**config.mk**
```make
export PLATFORM = sky130hd
export DESIGN_NAME = ffa_ctrl
export DESIGN_NICKNAME = d
export VERILOG_FILES = /design/src/sv/ffa_pkg.sv /design/src/sv/ffa_ctrl.sv
export SDC_FILE = /design/constraint.sdc
export NUM_CORES = 1
export LEC_CHECK = 0
export ABC_AREA = 1
export BUFFER_PORTS_ARGS = -buffer_cell sky130_fd_sc_hd__buf_2
export CAP_MARGIN = 5
export CORE_MARGIN = 1
export CORE_UTILIZATION = 30
export DETAILED_ROUTE_END_ITERATION = 10
export PLACE_DENSITY = 0.71
export SETUP_SLACK_MARGIN = 0.1
export SLEW_MARGIN = 20
export SYNTH_ARGS = -nofsm -noshare
export SYNTH_HDL_FRONTEND = slang
export SYNTH_SLANG_ARGS = --single-unit
```
**constraint.sdc**
```tcl
create_clock -name clk_i -period 1.65 [get_ports clk_i]
set_input_delay 0.0825 -clock clk_i [delete_from_list [all_inputs] [get_ports clk_i]]
set_output_delay 0.0825 -clock clk_i [all_outputs]
set_load 0.05 [all_outputs]
```
**src/sv/ffa_pkg.sv**
```systemverilog
// ----------------------------------------------------------------------------
// ffa_pkg
// Shared constants, codes and controller/datapath interface types for the
// first-fit free-list allocator.
// ----------------------------------------------------------------------------
package ffa_pkg;

  localparam int unsigned MEM_BYTES   = 65536;
  localparam int unsigned STORE_WORDS = MEM_BYTES / 4;
  localparam int unsigned IDX_W       = $clog2(STORE_WORDS);
  localparam int unsigned WALK_MAX    = MEM_BYTES / 8;
  localparam int unsigned WALK_W      = $clog2(WALK_MAX) + 1;

  localparam logic [31:0] USED_MARK     = 32'hFFFF_FFFF;
  localparam logic [15:0] FREE_FLOOR    = 16'd4096;
  localparam logic [16:0] HEAP_TOP_RST  = 17'd4096;
  localparam logic [16:0] MEM_LIMIT_RST = 17'd65536;
  localparam logic [17:0] HDR_BYTES     = 18'd8;

  // configuration register indexes
  localparam logic CFG_MEM_LIMIT  = 1'b0;
  localparam logic CFG_HEAP_START = 1'b1;

  typedef enum logic [2:0] {
    ST_REUSED  = 3'd0,
    ST_NEW     = 3'd1,
    ST_ZERO    = 3'd2,
    ST_OOM     = 3'd3,
    ST_FREED   = 3'd4,
    ST_DOUBLE  = 3'd5,
    ST_INVALID = 3'd6,
    ST_NULL    = 3'd7
  } status_e;

  typedef enum logic [3:0] {
    S_CLEAR,
    S_IDLE,
    S_DECODE,
    S_WALK_CHK,
    S_WALK_SIZE,
    S_WALK_NEXT,
    S_TAKE,
    S_BUMP,
    S_BUMP_W2,
    S_FREE_RD,
    S_FREE_CHK,
    S_DONE
  } state_e;

  typedef enum logic [1:0] {
    A_CUR,
    A_CUR4,
    A_PREV4,
    A_TOP
  } addr_sel_e;

  typedef enum logic [1:0] {
    W_SIZE,
    W_USED,
    W_NEXT,
    W_HEAD
  } wdata_sel_e;

  typedef struct packed {
    logic       clr;
    logic       start;
    addr_sel_e  asel;
    logic       rd;
    logic       wr;
    wdata_sel_e wsel;
    logic       walk_init;
    logic       walk_adv;
    logic       fit_load;
    logic       head_from_next;
    logic       head_from_cur;
    logic       cur_from_blk;
    logic       top_bump;
    logic       st_set;
    status_e    st;
    logic       out_load;
  } dp_cmd_t;

  typedef struct packed {
    logic clr_done;
    logic is_free;
    logic req_zero;
    logic ptr_null;
    logic blk_ok;
    logic walk_end;
    logic fit;
    logic prev_zero;
    logic oom;
    logic used;
  } dp_stat_t;

endpackage

```
**src/sv/ffa_ctrl.sv**
```systemverilog
// ----------------------------------------------------------------------------
// ffa_ctrl
// Allocator sequencer: store clear after reset, list walk, heap bump, free
// check and output handshake.
// ----------------------------------------------------------------------------
module ffa_ctrl (
  input  logic              clk_i,
  input  logic              rst_ni,
  input  logic              in_valid_i,
  output logic              in_ready_o,
  output logic              out_valid_o,
  input  logic              out_ready_i,
  input  ffa_pkg::dp_stat_t stat_i,
  output ffa_pkg::dp_cmd_t  cmd_o
);

  ffa_pkg::state_e state_q, state_d;
  logic            out_valid_q, out_valid_d;
  logic            slot_free;

  assign slot_free = !out_valid_q || out_ready_i;

  always_comb begin
    state_d = state_q;
    case (state_q)
      ffa_pkg::S_CLEAR:     if (stat_i.clr_done) state_d = ffa_pkg::S_IDLE;
      ffa_pkg::S_IDLE:      if (in_valid_i) state_d = ffa_pkg::S_DECODE;
      ffa_pkg::S_DECODE: begin
        if (!stat_i.is_free) begin
          state_d = stat_i.req_zero ? ffa_pkg::S_DONE : ffa_pkg::S_WALK_CHK;
        end else if (stat_i.ptr_null || !stat_i.blk_ok) begin
          state_d = ffa_pkg::S_DONE;
        end else begin
          state_d = ffa_pkg::S_FREE_RD;
        end
      end
      ffa_pkg::S_WALK_CHK:
        state_d = stat_i.walk_end ? ffa_pkg::S_BUMP : ffa_pkg::S_WALK_SIZE;
      ffa_pkg::S_WALK_SIZE: state_d = ffa_pkg::S_WALK_NEXT;
      ffa_pkg::S_WALK_NEXT:
        state_d = stat_i.fit ? ffa_pkg::S_TAKE : ffa_pkg::S_WALK_CHK;
      ffa_pkg::S_TAKE:      state_d = ffa_pkg::S_DONE;
      ffa_pkg::S_BUMP:
        state_d = stat_i.oom ? ffa_pkg::S_DONE : ffa_pkg::S_BUMP_W2;
      ffa_pkg::S_BUMP_W2:   state_d = ffa_pkg::S_DONE;
      ffa_pkg::S_FREE_RD:   state_d = ffa_pkg::S_FREE_CHK;
      ffa_pkg::S_FREE_CHK:  state_d = ffa_pkg::S_DONE;
      ffa_pkg::S_DONE:      if (slot_free) state_d = ffa_pkg::S_IDLE;
      default:              state_d = ffa_pkg::S_IDLE;
    endcase
  end

  always_comb begin
    cmd_o      = '0;
    cmd_o.asel = ffa_pkg::A_CUR;
    cmd_o.wsel = ffa_pkg::W_USED;
    cmd_o.st   = ffa_pkg::ST_REUSED;
    in_ready_o = 1'b0;
    case (state_q)
      ffa_pkg::S_CLEAR: cmd_o.clr = !stat_i.clr_done;
      ffa_pkg::S_IDLE: begin
        in_ready_o  = 1'b1;
        cmd_o.start = in_valid_i;
      end
      ffa_pkg::S_DECODE: begin
        if (!stat_i.is_free) begin
          if (stat_i.req_zero) begin
            cmd_o.st_set = 1'b1;
            cmd_o.st     = ffa_pkg::ST_ZERO;
          end else begin
            cmd_o.walk_init = 1'b1;
          end
        end else if (stat_i.ptr_null) begin
          cmd_o.st_set = 1'b1;
          cmd_o.st     = ffa_pkg::ST_NULL;
        end else if (!stat_i.blk_ok) begin
          cmd_o.st_set = 1'b1;
          cmd_o.st     = ffa_pkg::ST_INVALID;
        end else begin
          cmd_o.cur_from_blk = 1'b1;
        end
      end
      ffa_pkg::S_WALK_CHK: begin
        cmd_o.rd   = !stat_i.walk_end;
        cmd_o.asel = ffa_pkg::A_CUR;
      end
      ffa_pkg::S_WALK_SIZE: begin
        cmd_o.fit_load = 1'b1;
        cmd_o.rd       = 1'b1;
        cmd_o.asel     = ffa_pkg::A_CUR4;
      end
      ffa_pkg::S_WALK_NEXT: begin
        if (stat_i.fit) begin
          // unlink: splice the predecessor or move the head
          if (stat_i.prev_zero) begin
            cmd_o.head_from_next = 1'b1;
          end else begin
            cmd_o.wr   = 1'b1;
            cmd_o.asel = ffa_pkg::A_PREV4;
            cmd_o.wsel = ffa_pkg::W_NEXT;
          end
        end else begin
          cmd_o.walk_adv = 1'b1;
        end
      end
      ffa_pkg::S_TAKE: begin
        cmd_o.wr     = 1'b1;
        cmd_o.asel   = ffa_pkg::A_CUR4;
        cmd_o.wsel   = ffa_pkg::W_USED;
        cmd_o.st_set = 1'b1;
        cmd_o.st     = ffa_pkg::ST_REUSED;
      end
      ffa_pkg::S_BUMP: begin
        cmd_o.st_set = 1'b1;
        if (stat_i.oom) begin
          cmd_o.st = ffa_pkg::ST_OOM;
        end else begin
          cmd_o.st       = ffa_pkg::ST_NEW;
          cmd_o.wr       = 1'b1;
          cmd_o.asel     = ffa_pkg::A_TOP;
          cmd_o.wsel     = ffa_pkg::W_SIZE;
          cmd_o.top_bump = 1'b1;
        end
      end
      ffa_pkg::S_BUMP_W2: begin
        cmd_o.wr   = 1'b1;
        cmd_o.asel = ffa_pkg::A_CUR4;
        cmd_o.wsel = ffa_pkg::W_USED;
      end
      ffa_pkg::S_FREE_RD: begin
        cmd_o.rd   = 1'b1;
        cmd_o.asel = ffa_pkg::A_CUR4;
      end
      ffa_pkg::S_FREE_CHK: begin
        cmd_o.st_set = 1'b1;
        if (stat_i.used) begin
          cmd_o.st            = ffa_pkg::ST_FREED;
          cmd_o.wr            = 1'b1;
          cmd_o.asel          = ffa_pkg::A_CUR4;
          cmd_o.wsel          = ffa_pkg::W_HEAD;
          cmd_o.head_from_cur = 1'b1;
        end else begin
          cmd_o.st = ffa_pkg::ST_DOUBLE;
        end
      end
      ffa_pkg::S_DONE: cmd_o.out_load = slot_free;
      default:         cmd_o.out_load = 1'b0;
    endcase
  end

  always_comb begin
    if (cmd_o.out_load) begin
      out_valid_d = 1'b1;
    end else if (out_ready_i) begin
      out_valid_d = 1'b0;
    end else begin
      out_valid_d = out_valid_q;
    end
  end

  always_ff @(posedge clk_i or negedge rst_ni) begin
    if (!rst_ni) begin
      state_q     <= ffa_pkg::S_CLEAR;
      out_valid_q <= 1'b0;
    end else begin
      state_q     <= state_d;
      out_valid_q <= out_valid_d;
    end
  end

  assign out_valid_o = out_valid_q;

endmodule

```
; After elaboration in Yosys (flattened, before gate mapping)
; Index checks and enable logic that the tools add are counted.
[totals]
regBits = 5
latchBits = 0
mem_bits_rw = 0
mem_bits_ro = 0
input_bits = 14
out_inout_bits = 22
n_memories = 0
[classes]
addsub = 0
n_mul = 0
n_div = 0
magnitude_cmp = 0
n_eq_ne = 14
shift = 0
muxes = 51
bitwise_logic = 0
n_reduce_logical = 13
[ops]
columns = op, n
row1 = 4-bit case mux with 10 select lines, 1
row2 = 4-bit two-way mux, 9
row3 = 1-bit two-way mux, 25
row4 = 4-bit by 3-bit == test with 1-bit output (second input constant), 4
row5 = 4-bit == test (second input constant), 4
row6 = 4-bit case mux with 4 select lines, 1
row7 = 3-bit two-way mux, 5
row8 = 2-bit two-way mux, 7
row9 = 3-bit case mux with 4 select lines, 1
row10 = 4-bit by 2-bit == test with 1-bit output (second input constant), 2
row11 = 2-bit case mux with 4 select lines, 1
row12 = 2-bit != test (second input constant), 3
row13 = 4-bit by 1-bit == test with 1-bit output (second input constant), 1
row14 = 1-bit logical NOT, 4
row15 = 4-bit logical NOT, 1
row16 = 2-bit OR reduction, 2
row17 = 4-bit OR reduction, 1
row18 = 3-bit AND reduction, 1
row19 = 3-bit OR reduction, 1
row20 = 1-bit logical OR, 2
row21 = 1-bit case mux with 2 select lines, 1
row22 = 2-bit nonzero test, 1

; Depth between registers and ports, before layout
[depth]
ltp_word = 5
depth_mapped = 10
ltp_nobuf = 10

; Worst setup path before layout
; No wires, ideal clock.
[synth_timing]
path_type = flip-flop to output port
start = register state_q[2]
end = output cmd_o[14] (netlist name)
arrival_time_ns = 2.139
required_time_ns = 1.567
setup_slack_ns = -0.572
path_stages_with_launch = 9
path_cell_list = dfrtp_1 -> inv_2 -> nor2_4 -> nand2_2 -> nor2_2 -> inv_2 -> nand2_2 -> inv_2 -> nand4_1
[synth_rtl]
columns = item, line_no
row1 = from (decl), ffa_ctrl.sv:17  ; ffa_pkg::state_e state_q, state_d;
row2 = from (signal assigned), ffa_ctrl.sv:163  ; state_q <= ffa_pkg::S_CLEAR;
row3 = from (signal assigned), ffa_ctrl.sv:166  ; state_q <= state_d;
row4 = to (decl), ffa_ctrl.sv:14  ; output ffa_pkg::dp_cmd_t cmd_o

==> metrics.txt <==
Fin. Hold Viols=0; final period utilization=98.13%; Synth Area in Adders=0%; Critical-path top delay cell=dfrtp_2; dpl hpwl=approximately 1.4 mm; CTS HTree Levels=1; most frequent CP cell=nand4_1; sequential element share of the synthesized area=21.69%; maxcap violations=0; worst-path fanout max=4; PortBufs=35; Slew headroom=about four fifths; Finished Layout Cells=178; largest family of logic cells by synthesized area=simple AND/OR/NAND/NOR gates; Critical Path RT=1.57 ns; layout cells sized above 1=49.67%; Worst Setup Start Kind=flop; DRT Wirelength=1.923 mm; RR Endpoint=state_q[1]$_DFFE_PN0P_; most frequent cells in the layout=26 x nand2_1, 20 x buf_2, 19 x buf_4; WL/cell=10.80 um; Clock transition at path regs=0.04 ns; highest clock rate=a little over 600 MHz; outcome=completed; Slew Limit Fails=0; fraction of synthesized area in multiplexers=0%; Root Buffer=clkbuf_4; slowest stage delay, CP=0.44 ns; drt initial violations=30; Pre-Repair DR Iteration Count=4; Clock Skew=around 0.0039 ns; Final #Nets=around 170; overall global routing resource usage=a little under a fifth; area grow syn2layout=77.66%; Final min period=1.619 ns; CTS tree=done; Finished Core Util=58.09%; worst r2r src=state_q[2]$_DFFE_PN0P_; PD cells=2025 nW/um^2; mapped cell area=576.8 um^2; Hold Path Depth=2; routed via count=806; Simple-Gate Fraction of Synth Area=54.88%; start point of the worst hold path=out_ready_i; Skew-Pair Late Insertion Delay=roughly 0.24 ns; Synth cell types=17; Seq cells post-synth=5; Slew @ Worst Pin=about 0.29 ns; Starting Density=32.70%; Total Power=0.002075 W; Critical Path AT=1.54 ns; first-pass GRT wire length=2.884 mm; CTS Buffer Depth=2; pin count of the biggest net entering global routing=7; Fillers=roughly 170; Sinks on Clock Net=5; post-synthesis xor/xnor area fraction=0%; Cells after Synth=103; Yosys Warn Count=0; endpoints failing setup=0; Final ANT Viol Nets=0; Die Footprint=2102 um^2; post-synthesis compound-gate area fraction=7.809%; vias in the first global route=706; Final WS setup=0.03080 ns; total CTS buffers=3; Diodes inserted=0; HP Class=input port to flop; VDD IR max=0.001106 V; flop2flop setup slack=0.18 ns; Setup CP Type=flop to primary output; Placement Setup Slack=0.09085 ns; initial antenna violation count=0; cell depth of the worst flop-to-flop path=10; GRT overflow=0; Ports=36; drt drc=0; via/cell ratio=between 4 and 5; Core ar.=1764 um^2; Synthesized Nets=117; CP cell instances=nor2_4 > nand4_1 > nand2_8 > inv_8 > nand4_1 > buf_6; RSZ-0062 raised after global routing=yes; Placement Rows=15; Worst Hold End=out_valid_o$_DFFE_PN0P_; GP Congestion=0.8111; most common cell after layout, fill and taps aside=nand2_1; Syn Area/Cell=roughly 5.6 um^2; crit path capture type=primary output; die extent in x=between 40 and 50 um; P_leak=a little over 0.6 nW; placed insts=roughly 160; Die Y-Extent=45.85 um
## flip-flops by register name (all words and copies together), names as in the netlist
| signal | count |
|---|---|
| state_q | 4 |
| out_valid_o | 1 |
## critical path, delay by kind of cell (launching register included)
| family | cells | cell delay (ns) |
|---|---|---|
| simple gates | 4 | 0.65 |
| buf+inv | 2 | 0.20 |
| flops | 1 | 0.44 |
## cell families after synthesis
| kind of cell | after synthesis |
|---|---|
| compound gates | 7 |
| buf+inv | 23 |
| simple gates | 68 |
| flops | 5 |
## metrics by stage
step	hold WS [ns]	TNS, ns	area, um^2
floorplan	-0.2131	-0.2960	641.9
global placement	-0.1000	0	855.8
detailed placement	-0.09676	0	855.8
CTS	0.04510	0	984.7
global route	0.06924	-0.05261	1025
finish	0.05329	0	1025
## power by group
part	total, W	switching [W]	internal (W)	leakage (nW)
combinational	0.00167	0.00111	0.000565	0.529
sequential	0.000263	0.0000757	0.000187	0.0601
clock	0.000139	0.0000481	0.0000913	0.0150
## how the worst max path moves through the flow
stage	startpoint	endpoint	cells past startpoint
2_1_floorplan	state_q[2]$_DFFE_PN0P_	cmd_o[14]	8
3_3_place_gp	state_q[2]$_DFFE_PN0P_	cmd_o[14]	7
3_5_place_dp	state_q[2]$_DFFE_PN0P_	cmd_o[14]	7
4_1_cts	state_q[3]$_DFFE_PN0P_	cmd_o[14]	6
5_1_grt	state_q[2]$_DFFE_PN0P_	cmd_o[14]	7
6_report	state_q[3]$_DFFE_PN0P_	cmd_o[14]	6
## synth_stat cells (all sizes together)
master	n	share of area, %
o31ai	1	1.3
o21ai	2	1.7
dfrtp	5	22
nand3b	1	1.3
nand4	4	4.3
nand3	10	8.7
buf	1	1.3
nor2	22	20
a21oi	1	0.87
o211ai	2	2.6
nand2	31	21
inv	22	14
a22oi	1	1.3
## layer usage
metal | wire length [um] | vias to the layer above | track usage (%)
met1 | 806 | 358 | 25.30
met3 | 95 | 0 | 1.190
li1 | - | 421 | -
met4 | 0 | 0 | 7.059
met5 | 0 | - | 0
met2 | 1021 | 27 | 31.27
## repair_timing
item | CTS | global route
endpoints found under the hold margin | 5 | 0
pin swaps | 7 | 2
endpoints found under the setup margin | 14 | 18
gates resized for setup | 16 | 15
setup buffers | 7 | 2
hold buffers | 1 | 0
## cell type report
class                   count  area, um^2  area share (%)
flip-flops and latches      5       128.9           12.58
well taps                  25       31.28           3.053
clock buffers               4       26.28           2.564
repair buffers             47       324.1           31.62
inverters                  22       90.09           8.791
multi-input cells          75       424.2           41.39
(Power assumes the default switching activity.)
